## src/base64_stream_encoder_core_assert.svh

```systemverilog
// Assertion macros for the base64 stream encoder.
// Included by the top level; expects clk and rst_n in scope.
`ifndef BASE64_STREAM_ENCODER_CORE_ASSERT_SVH
`define BASE64_STREAM_ENCODER_CORE_ASSERT_SVH

// same-cycle implication
`define B64SE_ASSERT_NOW(lbl, ante, cons, msg) \
  lbl: assert property (@(posedge clk) disable iff (!rst_n) (ante) |-> (cons)) else $error(msg);

// next-cycle implication
`define B64SE_ASSERT_NEXT(lbl, ante, cons, msg) \
  lbl: assert property (@(posedge clk) disable iff (!rst_n) (ante) |=> (cons)) else $error(msg);

`endif

```

## src/b64se_pkg.sv

```systemverilog
// Shared types, constants and the symbol lookup for the base64 stream encoder.
// No dependencies.
package b64se_pkg;

  localparam int BYTE_W      = 8;
  localparam int CHAR_W      = 7;
  localparam int SEXTET_W    = 6;
  localparam int GROUP_W     = 24;
  localparam int PAD_W       = 2;
  localparam int QUEUE_DEPTH = 2;

  localparam logic [CHAR_W-1:0] PAD_CHAR = 7'h3D;

  typedef struct packed {
    logic [GROUP_W-1:0] word;
    logic [PAD_W-1:0]   pads;
    logic               fin;
  } grp_t;

  function automatic logic [CHAR_W-1:0] sym_char(input logic [SEXTET_W-1:0] s);
    logic [7:0] c;
    if (s < 6'd26) begin
      c = 8'd65 + {2'b00, s};
    end else if (s < 6'd52) begin
      c = 8'd71 + {2'b00, s};
    end else if (s < 6'd62) begin
      c = {2'b00, s} - 8'd4;
    end else if (s == 6'd62) begin
      c = 8'd43;
    end else begin
      c = 8'd47;
    end
    return c[CHAR_W-1:0];
  endfunction

endpackage

```

## src/b64se_if.sv

```systemverilog
// Handshake channel interfaces for the byte input and the character output.
// Depends on b64se_pkg.
interface b64se_byte_if;
  logic                         valid;
  logic                         ready;
  logic [b64se_pkg::BYTE_W-1:0] data_byte;
  logic                         end_of_stream;
  modport source (output valid, data_byte, end_of_stream, input ready);
  modport sink (input valid, data_byte, end_of_stream, output ready);
endinterface

interface b64se_char_if;
  logic                         valid;
  logic                         ready;
  logic [b64se_pkg::CHAR_W-1:0] code_char;
  logic                         final_char;
  modport source (output valid, code_char, final_char, input ready);
  modport sink (input valid, code_char, final_char, output ready);
endinterface

```

## src/base64_stream_encoder_core.sv

```systemverilog
// Top level of the base64 stream encoder: front end, group queue, back end.
// Depends on b64se_pkg, b64se_if, b64se_front, b64se_queue, b64se_back.
//
// Usage:
//   in_ch  : one request per raw byte, with end_of_stream on the last byte.
//   out_ch : one request per base64 ASCII character; final_char marks the
//            last character of an encoded stream ('=' padding included).
//   Every third byte, or any byte flagged end_of_stream, completes a group
//   that becomes exactly four characters.
// Path: when the back end is idle, the group a byte completes goes through the
//   queue and the back end's group register into the output register.
// Throughput: the back end sends one character per cycle while out_ch is ready
//   and it holds a group, four characters per three input bytes; the front end
//   takes one byte per cycle while the group queue has room.
// Stalls: when out_ch is not ready the current character holds in the
//   output register, the back end waits, and once the queue of
//   QueueDepth groups is full in_ch.ready drops.
// Reset: synchronous, active low; clears the held bytes, the queue and the
//   output valid. No setup pass is needed after reset.
module base64_stream_encoder_core #(
  parameter int QueueDepth = b64se_pkg::QUEUE_DEPTH
) (
  input logic          clk,
  input logic          rst_n,
  b64se_byte_if.sink   in_ch,
  b64se_char_if.source out_ch
);
  import b64se_pkg::*;

  `include "base64_stream_encoder_core_assert.svh"

  grp_t push_data, q_data;
  logic q_push, q_pop, q_valid, q_full;

  b64se_front u_front (
    .clk              (clk),
    .rst_n            (rst_n),
    .in_valid         (in_ch.valid),
    .in_ready         (in_ch.ready),
    .in_data_byte     (in_ch.data_byte),
    .in_end_of_stream (in_ch.end_of_stream),
    .q_full           (q_full),
    .q_push           (q_push),
    .q_data           (push_data)
  );

  b64se_queue #(
    .Depth (QueueDepth)
  ) u_queue (
    .clk       (clk),
    .rst_n     (rst_n),
    .push      (q_push),
    .push_data (push_data),
    .pop       (q_pop),
    .q_valid   (q_valid),
    .q_data    (q_data),
    .full      (q_full)
  );

  b64se_back u_back (
    .clk            (clk),
    .rst_n          (rst_n),
    .q_valid        (q_valid),
    .q_data         (q_data),
    .q_pop          (q_pop),
    .out_valid      (out_ch.valid),
    .out_ready      (out_ch.ready),
    .out_code_char  (out_ch.code_char),
    .out_final_char (out_ch.final_char)
  );

  `B64SE_ASSERT_NOW(a_no_overflow, q_push, !q_full, "group pushed into full queue")
  `B64SE_ASSERT_NOW(a_no_underflow, q_pop, q_valid, "group popped from empty queue")
  `B64SE_ASSERT_NOW(a_eos_flushes, in_ch.valid && in_ch.ready && in_ch.end_of_stream, q_push, "end of stream did not flush group")

endmodule

```

## src/b64se_front.sv

```systemverilog
// Front end: gathers bytes into groups of up to three and pushes each
// group (word, pad count, final flag) to the queue. Depends on b64se_pkg.
module b64se_front (
  input  logic                         clk,
  input  logic                         rst_n,
  input  logic                         in_valid,
  output logic                         in_ready,
  input  logic [b64se_pkg::BYTE_W-1:0] in_data_byte,
  input  logic                         in_end_of_stream,
  input  logic                         q_full,
  output logic                         q_push,
  output b64se_pkg::grp_t              q_data
);
  import b64se_pkg::*;

  logic [2*BYTE_W-1:0] pend_r, pend_nxt;
  logic [1:0]          cnt_r, cnt_nxt;
  logic                accept;

  assign in_ready = !q_full;
  assign accept   = in_valid && in_ready;
  assign q_push   = accept && (in_end_of_stream || cnt_r[1]);

  always_comb begin
    case (cnt_r)
      2'd0: begin
        q_data.word = {in_data_byte, {(2*BYTE_W){1'b0}}};
        q_data.pads = PAD_W'(2);
        q_data.fin  = 1'b1;
      end
      2'd1: begin
        q_data.word = {pend_r[2*BYTE_W-1:BYTE_W], in_data_byte, {BYTE_W{1'b0}}};
        q_data.pads = PAD_W'(1);
        q_data.fin  = 1'b1;
      end
      default: begin
        q_data.word = {pend_r, in_data_byte};
        q_data.pads = '0;
        q_data.fin  = in_end_of_stream;
      end
    endcase
  end

  always_comb begin
    pend_nxt = pend_r;
    cnt_nxt  = cnt_r;
    if (q_push) begin
      pend_nxt = '0;
      cnt_nxt  = '0;
    end else if (accept) begin
      if (cnt_r == 2'd0) begin
        pend_nxt = {in_data_byte, {BYTE_W{1'b0}}};
        cnt_nxt  = 2'd1;
      end else begin
        pend_nxt = {pend_r[2*BYTE_W-1:BYTE_W], in_data_byte};
        cnt_nxt  = 2'd2;
      end
    end
  end

  always_ff @(posedge clk) begin
    if (!rst_n) begin
      pend_r <= '0;
      cnt_r  <= '0;
    end else begin
      pend_r <= pend_nxt;
      cnt_r  <= cnt_nxt;
    end
  end

endmodule

```

## src/b64se_queue.sv

```systemverilog
// Small FIFO of completed groups between front and back ends.
// Depends on b64se_pkg. Depth of 2 or more.
module b64se_queue #(
  parameter int Depth = b64se_pkg::QUEUE_DEPTH
) (
  input  logic            clk,
  input  logic            rst_n,
  input  logic            push,
  input  b64se_pkg::grp_t push_data,
  input  logic            pop,
  output logic            q_valid,
  output b64se_pkg::grp_t q_data,
  output logic            full
);
  import b64se_pkg::*;

  localparam int PtrW = $clog2(Depth);
  localparam int CntW = $clog2(Depth + 1);

  grp_t            mem_r [Depth];
  logic [PtrW-1:0] wr_ptr_r, rd_ptr_r;
  logic [CntW-1:0] cnt_r;
  logic            do_push, do_pop;

  assign full    = (cnt_r == CntW'(Depth));
  assign q_valid = (cnt_r != '0);
  assign q_data  = mem_r[rd_ptr_r];
  assign do_push = push && !full;
  assign do_pop  = pop && q_valid;

  always_ff @(posedge clk) begin
    if (do_push) begin
      mem_r[wr_ptr_r] <= push_data;
    end
  end

  always_ff @(posedge clk) begin
    if (!rst_n) begin
      wr_ptr_r <= '0;
      rd_ptr_r <= '0;
      cnt_r    <= '0;
    end else begin
      if (do_push) begin
        wr_ptr_r <= (wr_ptr_r == PtrW'(Depth - 1)) ? '0 : wr_ptr_r + 1'b1;
      end
      if (do_pop) begin
        rd_ptr_r <= (rd_ptr_r == PtrW'(Depth - 1)) ? '0 : rd_ptr_r + 1'b1;
      end
      if (do_push && !do_pop) begin
        cnt_r <= cnt_r + 1'b1;
      end else if (do_pop && !do_push) begin
        cnt_r <= cnt_r - 1'b1;
      end
    end
  end

endmodule

```

## src/b64se_back.sv

```systemverilog
// Back end: takes one group at a time from the queue and sends its four characters,
// one per cycle unless out_ready stalls, via an output register. Depends on b64se_pkg.
module b64se_back (
  input  logic                         clk,
  input  logic                         rst_n,
  input  logic                         q_valid,
  input  b64se_pkg::grp_t              q_data,
  output logic                         q_pop,
  output logic                         out_valid,
  input  logic                         out_ready,
  output logic [b64se_pkg::CHAR_W-1:0] out_code_char,
  output logic                         out_final_char
);
  import b64se_pkg::*;

  grp_t                cur_r, cur_nxt;
  logic                cur_valid_r, cur_valid_nxt;
  logic [1:0]          idx_r, idx_nxt;
  logic                out_valid_r, out_valid_nxt;
  logic [CHAR_W-1:0]   char_r, char_nxt;
  logic                fin_r, fin_nxt;
  logic                advance;
  logic [SEXTET_W-1:0] sextet;
  logic                is_pad;

  assign advance = cur_valid_r && (!out_valid_r || out_ready);

  always_comb begin
    case (idx_r)
      2'd0:    sextet = cur_r.word[23:18];
      2'd1:    sextet = cur_r.word[17:12];
      2'd2:    sextet = cur_r.word[11:6];
      default: sextet = cur_r.word[5:0];
    endcase
    is_pad = ((idx_r == 2'd3) && (cur_r.pads != '0)) ||
             ((idx_r == 2'd2) && (cur_r.pads == PAD_W'(2)));
  end

  always_comb begin
    cur_nxt       = cur_r;
    cur_valid_nxt = cur_valid_r;
    idx_nxt       = idx_r;
    out_valid_nxt = out_valid_r && !out_ready;
    char_nxt      = char_r;
    fin_nxt       = fin_r;
    q_pop         = 1'b0;
    if (advance) begin
      out_valid_nxt = 1'b1;
      char_nxt      = is_pad ? PAD_CHAR : sym_char(sextet);
      fin_nxt       = cur_r.fin && (idx_r == 2'd3);
      idx_nxt       = idx_r + 2'd1;
      if (idx_r == 2'd3) begin
        cur_valid_nxt = q_valid;
        cur_nxt       = q_data;
        q_pop         = q_valid;
      end
    end else if (!cur_valid_r) begin
      cur_valid_nxt = q_valid;
      cur_nxt       = q_data;
      q_pop         = q_valid;
    end
  end

  always_ff @(posedge clk) begin
    cur_r  <= cur_nxt;
    char_r <= char_nxt;
    fin_r  <= fin_nxt;
  end

  always_ff @(posedge clk) begin
    if (!rst_n) begin
      cur_valid_r <= 1'b0;
      idx_r       <= '0;
      out_valid_r <= 1'b0;
    end else begin
      cur_valid_r <= cur_valid_nxt;
      idx_r       <= idx_nxt;
      out_valid_r <= out_valid_nxt;
    end
  end

  assign out_valid      = out_valid_r;
  assign out_code_char  = char_r;
  assign out_final_char = fin_r;

endmodule

```

## src/flat_wrapper.sv

```systemverilog
// flat-port wrapper written by rule: the top's interface ports become plain ports
module base64_stream_encoder_core_flat import b64se_pkg::*;
#(
  parameter int QueueDepth = b64se_pkg::QUEUE_DEPTH
)
  (clk, rst_n, in_ch_valid, in_ch_data_byte, in_ch_end_of_stream, in_ch_ready, out_ch_valid, out_ch_code_char, out_ch_final_char, out_ch_ready);
  b64se_byte_if in_ch_i ();
  b64se_char_if out_ch_i ();
  input logic clk;
  input logic rst_n;
  input wire logic [$bits(in_ch_i.valid)-1:0] in_ch_valid;
  input wire logic [$bits(in_ch_i.data_byte)-1:0] in_ch_data_byte;
  input wire logic [$bits(in_ch_i.end_of_stream)-1:0] in_ch_end_of_stream;
  output wire logic [$bits(in_ch_i.ready)-1:0] in_ch_ready;
  output wire logic [$bits(out_ch_i.valid)-1:0] out_ch_valid;
  output wire logic [$bits(out_ch_i.code_char)-1:0] out_ch_code_char;
  output wire logic [$bits(out_ch_i.final_char)-1:0] out_ch_final_char;
  input wire logic [$bits(out_ch_i.ready)-1:0] out_ch_ready;
  assign in_ch_i.valid = in_ch_valid;
  assign in_ch_i.data_byte = in_ch_data_byte;
  assign in_ch_i.end_of_stream = in_ch_end_of_stream;
  assign in_ch_ready = in_ch_i.ready;
  assign out_ch_valid = out_ch_i.valid;
  assign out_ch_code_char = out_ch_i.code_char;
  assign out_ch_final_char = out_ch_i.final_char;
  assign out_ch_i.ready = out_ch_ready;
  base64_stream_encoder_core #(.QueueDepth(QueueDepth)) u_core (.clk(clk), .rst_n(rst_n), .in_ch(in_ch_i), .out_ch(out_ch_i));
endmodule
```

## config.mk

```make
export PLATFORM = sky130hd
export DESIGN_NAME = base64_stream_encoder_core_flat
export DESIGN_NICKNAME = d
export VERILOG_FILES = /design/src/b64se_pkg.sv /design/src/b64se_if.sv /design/src/base64_stream_encoder_core.sv /design/src/b64se_front.sv /design/src/b64se_queue.sv /design/src/b64se_back.sv /design/src/flat_wrapper.sv
export VERILOG_INCLUDE_DIRS = /design/src /design/src/src
export SDC_FILE = /design/constraint.sdc
export NUM_CORES = 1
export LEC_CHECK = 0
export BUFFER_PORTS_ARGS = -buffer_cell sky130_fd_sc_hd__buf_2
export CORE_UTILIZATION = 50
export CTS_CLUSTER_DIAMETER = 60
export DETAILED_ROUTE_END_ITERATION = 10
export PLACE_DENSITY = 0.68
export SLEW_MARGIN = 0
export SYNTH_ARGS = -nofsm -noshare
export SYNTH_HDL_FRONTEND = slang
export SYNTH_SLANG_ARGS = --single-unit
```

## constraint.sdc

```tcl
create_clock -name clk -period 3.5 [get_ports clk]
set_input_delay 0 -clock clk [delete_from_list [all_inputs] [get_ports clk]]
set_output_delay 0 -clock clk [all_outputs]
set_load 0.03 [all_outputs]
```

Yosys cells after proc, flatten, opt, wreduce, memory -nomap -nowiden
Memories as Yosys holds them, arrays and structs flattened. A register that Yosys moved wholly into a read port is not among the register bits.
Index checks and enable logic that the tools add are counted.

word-level totals
  bits in registers = 61
  RAM bits = 54
  bits of input ports = 13
  output and inout port bits = 10
  logic and storage cells = 89
  memories = 1

memory list
  name                  words  width  rd ports  clocked after Yosys merged registers in  write ports  RTL line           text
  u_core.u_queue.mem_r  2      27     1         1                                        1            b64se_queue.sv:20  grp_t mem_r [Depth];

cells by class
  $add $sub $neg = 8
  $lt $le $gt $ge = 3
  eq/ne operators = 9
  mux-type cells = 26
  bitwise logic cells = 1
  reduce and logical (&&, ||, !) cells = 27

operators with widths
  operator             number
  $mux 27              3
  $pmux 27 s2          1
  $mux 7               3
  $pmux 6 s3           1
  $add 7x6->7 const A  2
  $mux 1               13
  $lt 6x6->1 const B   2
  $logic_and 1x1->1    11
  $eq 2x2->1 const B   4
  $mux 8               1
  $sub 6x3->7 const B  1
  $eq 6x6->1 const B   1
  $lt 6x5->1 const B   1
  $mux 2               3
  $reduce_bool 2->1    3
  $logic_not 1->1      5
  $add 2x1->2 const B  2
  $eq 2x1->1 const B   2
  $logic_not 2->1      2
  $ne 2x1->1 const B   2
  $reduce_and 2->1     2
  $logic_or 1x1->1     3
  $mux 3               1
  $add 1x1->1 const B  2
  3 further kinds      3

Logic depth before layout (Yosys ltp)
  depth in word-level cells = 9
  mapped depth = 11
  depth with buffers taken out = 10

Modules after synthesis
From an unflattened synthesis, not the netlist that was laid out.

second synthesis, totals
  cell total of the unflattened synthesis = 391
  area total of the unflattened synthesis = 5062.4 µm²

by module, submodules not included
  module       instances  cells each  area each (µm²)  seq. area each (µm²)
  b64se_queue  1          109         2182.1           1721.7
  b64se_back   1          156         1888.1           1131.1
  b64se_front  1          126         992.2            360.3

Worst setup path before layout
Ideal clock, no wire load.

  path type = register -> register
  from = reg u_core.u_back.idx_r[0]
  to = reg u_core.u_queue.cnt_r[1]
  library setup time = 0.076 ns
  data arrival time = 2.599 ns
  data required time = 3.424 ns
  slack = 0.826 ns
  stages on the path, launching flop included = 9
  buffers on the path = 1
  period minus slack after synthesis = 2.674 ns
  cell sequence = dfxtp_1 -> ha_1 -> buf_2 -> nand2_1 -> nand2_1 -> o21ai_0 -> ha_1 -> or3_1 -> a21boi_0

on the way
  longest elaborated chain between the ends = 7
  elaborated cells between the ends (all ways) = 9
  those cells by class = eq/ne: 1; mux: 3; reduce/logical: 5

ends and longest elaborated chain
  what                                         RTL line           text
  start, declared                              b64se_back.sv:18   logic [1:0] idx_r, idx_nxt;
  start signal, assigned                       b64se_back.sv:77   idx_r <= idx_nxt;
  $eq 2x2->1 *                                 b64se_back.sv:52   if (idx_r == 2'd3) begin
  $mux 1 *                                     b64se_back.sv:52
  $mux 1 *                                     b64se_back.sv:47   if (advance) begin
  $logic_and 1x1->1 *                          b64se_queue.sv:29  assign do_pop = pop && q_valid;
  $logic_not 1->1                              b64se_queue.sv:49  if (do_push && !do_pop) begin
  $logic_and 1x1->1                            b64se_queue.sv:49
  $mux 2 or $reduce_bool 2->1 (tied branches)  --
  end signal, assigned                         b64se_queue.sv:50  cnt_r <= cnt_r + 1'b1;
  end signal, assigned                         b64se_queue.sv:52  cnt_r <= cnt_r - 1'b1;
  end, declared                                b64se_queue.sv:22  logic [CntW-1:0] cnt_r;

Every way passes the cells marked *; elsewhere a longest branch is shown, timed or not.
A chain may end at the register's enable or synchronous reset.

Worst setup path in the final report
  from = reg u_core.u_back.idx_r[0]
  to = reg u_core.u_back.char_r[1], in the netlist u_core.u_back.out_code_char[1] (data pin)

on the way
  longest elaborated chain between the ends = 6
  elaborated cells between the ends (all ways) = 17
  those cells by class = add/sub: 3; order compare: 3; eq/ne: 3; mux: 4; reduce/logical: 4

ends and longest elaborated chain
  what                                       RTL line                            text
  $eq 2x2->1 (tied with other cells)         b64se_back.sv:29, b64se_back.sv:36
  $pmux 6 s3                                 b64se_back.sv:29                    case (idx_r)
  $sub 6x3->7 or $lt 6x6->1 (tied branches)  b64se_pkg.sv:27, b64se_pkg.sv:26
  $mux 7                                     b64se_pkg.sv:26                     end else if (s < 6'd62) begin
  $mux 7                                     b64se_pkg.sv:24                     end else if (s < 6'd52) begin
  $mux 7                                     b64se_pkg.sv:22                     if (s < 6'd26) begin
  end signal, assigned                       b64se_back.sv:66                    char_r <= char_nxt;
  end, declared                              b64se_back.sv:20                    logic [CHAR_W-1:0] char_r, char_nxt;

Several ways; a longest one is shown, not always the timed one.

==> key figures <==
Synthesis
  – Post-Synth Simple-Gate Area: 0.121
  – Post-Synthesis Cells: 390
  – Ys Warns: 0
  – Adder-Cell Fraction of Synth Area: 0.0206
  – Number of synthesized flops with an enable pin: 89
  – Seq/Total Area, Yosys: 0.662
  – Top_reg_cell synth: edfxtp_1
  – Share of flip-flops with an asynchronous set or reset: 0
  – Synthesized area per cell: roughly 12 sq um
  – Post-Synthesis Cell Area: between 0.004 and 0.005 sq mm
  – Most common cell in the netlist: edfxtp_1
  – Proportion of synthesized area in mux cells: 0.0778
  – Synth top area share: 0.550
  – #FFs+latches synth: 116
  – Largest family of logic cells by synthesized area: simple AND/OR/NAND/NOR gates
  – Post-synthesis cell type count: 44
  – Top post-synthesis cells by count: edfxtp_1 (89), nand2_1 (80), mux2_2 (28)
  – Synth area leader: edfxtp_1
  – Compound-Gate Fraction of Synth Area: 0.0829
  – Synth Area in XOR/XNOR: 0.0108
  – Post-Syn Nets: between 400 and 500
  – Ranking of synthesized cells by area: edfxtp_1 (55%), dfxtp_1 (11%), mux2_2 (6.5%)

CTS
  – Bufs on Longest Clock Path: 2
  – Num CTS Buffers: 17
  – Root buffer cell: clkbuf_8
  – H-tree levels: 4
  – CTS tree: yes
  – Postcts setup bufs: 0
  – Clock Sinks: between 100 and 150
  – Worst-Skew Late Latency: 0.51 ns
  – Clk slew on worst S/H paths: ~0.050 ns

Critical path
  – CP Class: reg -> reg
  – Setup crit end kind: flop
  – WP data arrival: 3.45 ns
  – Worst r2r src: u_core.u_back.idx_r[0]
  – Critical Path Source: u_core.u_back.idx_r[0]
  – Worst stage delay on the critical path: 0.82 ns
  – Internal reg-to-reg setup slack: 0.42 ns
  – Crit-path most repeated cell: ha_1
  – Worst setup SP type: flop
  – CP max-delay cell: mux2i_1
  – Critical path's top delay family: adder cells
  – FF-to-FF path depth: 7
  – Worst R2R End: u_core.u_back.out_code_char[1]
  – CP Cell Sequence: ha_1 > mux2i_1 > ha_1 > a21oi_1 > o31a_1 > or3_1 > a21oi_2
  – Number of buffer and inverter stages on the critical path: 0
  – Crit Path Max Fanout: 12
  – Critical Path RT: 3.87 ns

Detailed routing
  – DRC Markers: 0
  – Routed WL: approximately 8700 microns
  – Starting DRC count in detailed routing: 174
  – DR WL/cell: roughly 15 microns
  – Antenna-violating nets left: 0
  – DR vias: 2991
  – Avg Vias per Cell: 5.21
  – Drt first pass iters: 6

Place
  – DP Area: 0.00511 sq mm
  – Placer Congestion: 0.914
  – PortBufs: 22
  – Hpwl dp: 5660 microns

Run
  – Max Cap Violations: 0

Worst hold path
  – Cells on Worst Hold Path: 5
  – HP Class: in -> reg
  – Min-delay src: in_ch_valid
  – Worst Hold End: u_core.u_front.cnt_r[1]

Final layout
  – Final instance area: 0.00579 sq mm
  – Area grow syn2layout: 19.1%
  – Nets@finish: around 450
  – Antenna cells: 0
  – Layout cells sized above 1: 0.204

Power
  – Total chip power: 5.19 mW
  – PD cells: 897 mW/mm^2
  – Worst VDD drop: ~450 uV
  – Pleak: 2.14 nW

Floorplan
  – Placement Rows: 35
  – Die X: 101 microns
  – Initial Util: 0.521
  – Die height: 101 microns
  – Die Area: 0.0101 sq mm
  – Io pins: 23
  – CORE AREA: just over 0.009 sq mm

Global routing
  – Via count of the first global-routing pass: about 2900
  – First-pass GRT wire length: 14200 microns
  – Initial antenna violation count: 0
  – All-layer global routing usage: 0.191
  – GRT overflow: 0
  – Pin count of the biggest net entering global routing: 29

Timing
  – Hold Vio Cnt, Final: 0
  – RSZ-0062 raised after global routing: false
  – # setup viols final: 0
  – Max-slew violation count: 0
  – Relative max-transition margin: 0.380
  – WHS: 0.0521 ns
  – Min Tclk post-route: a little over 3 ns
  – Clock skew: 0.0122 ns
  – Fmax: around 320 MHz
  – Fin crit share: 0.881
  – Sum Neg Setup Slack: 0 ns
  – Worst slew pin tran: 0.904 ns

Status
  – Status: finished clean
[layout make-up]
class                   instances  area (sq um)
clock buffers                  29           551
clock inverters                 3          15.0
fillers                       725          3540
inverters                      15          56.3
multi-input cells             243          1520
flip-flops and latches        116          3210
well taps                     129           161
repair buffers                 39           265
[timing repair]
item	4_1_cts	5_1_grt
resized for setup	0	0
hold buffers	11	0
hold endpoints to repair	74	0
[worst reg2reg max path, cell delays in order, from the launching register on]
cell and delay (ns):
dfxtp_1 0.39, ha_1 0.48, mux2i_1 0.82, ha_1 0.45, a21oi_1 0.12, o31a_1 0.21, or3_1 0.36, a21oi_2 0.12
[report_power, final]
group / internal (mW) / switching (mW)
clock: 1.04 / 0.544
combinational: 0.597 / 0.984
sequential: 1.90 / 0.119
[per-layer routing]
metal / vias to the layer above / global-route usage / part of all wire / wire length, microns
li1: 1487 / - / - / -
met1: 1422 / 0.232 / 0.47 / 4110
met2: 70 / 0.315 / 0.48 / 4240
met3: 12 / 0.0548 / 0.031 / 271
met4: 0 / 0.0948 / 0.014 / 121
met5: - / 0 / 0 / 0
[registers in the layout (all words and copies together), names as in the netlist, named ones only]
name / cells
u_core.u_back.out_valid: 1
u_core.u_back.cur_r: 27
u_core.u_back.idx_r: 2
u_core.u_queue.rd_ptr_r: 1
u_core.u_front.cnt_r: 2
u_core.u_back.out_code_char: 7
u_core.u_queue.cnt_r: 2
u_core.u_queue.mem_r: 54
u_core.u_back.cur_valid_r: 1
u_core.u_back.out_final_char: 1
u_core.u_front.pend_r: 16
u_core.u_queue.wr_ptr_r: 1
[per-stage QoR]
stage | util | instances | setup WS (ns)
after floorplan | - | 390 | 0.826
after global placement | 0.548 | 531 | 0.572
after detailed placement | 0.548 | 531 | 0.448
after CTS | 0.620 | 574 | 0.452
after global routing | 0.620 | 574 | 0.249
final | 0.620 | 574 | 0.417
[cells in the final DEF (no fill, tap or decap), types with 8 or more instances in the layout]
cell / count
buf_2: 22
o21ai_0: 12
nor2_1: 13
nand2_1: 80
mux2_2: 28
a21oi_1: 24
clkbuf_8: 8
dfxtp_1: 27
clkbuf_16: 17
nand3_1: 9
edfxtp_1: 89
and2_1: 17
ha_1: 8
inv_1: 14
dlygate4sd3_1: 11
[kinds of logic (layout without fill, tap and decap cells)]
logic type | Yosys count | count (layout)
adders and majority gates | 8 | 8
DFF | 116 | 116
and+or+nand+nor | 133 | 133
muxes | 33 | 33
xor gates and xnor gates | 6 | 6
buffers and inverters | 31 | 86
AOI/OAI and AO/OA | 63 | 63
[worst max-delay path by stage]
stage,endpoint,slack [ns],depth (start not counted)
after floorplan,u_core.u_queue.cnt_r[1],0.83,8
after CTS,u_core.u_back.out_code_char[1],0.45,7
after global placement,u_core.u_back.out_code_char[1],0.57,7
after global routing,u_core.u_back.out_code_char[1],0.25,7
after detailed placement,u_core.u_back.out_code_char[1],0.45,7
final,u_core.u_back.out_code_char[1],0.42,7
(Power assumes the default switching activity.)
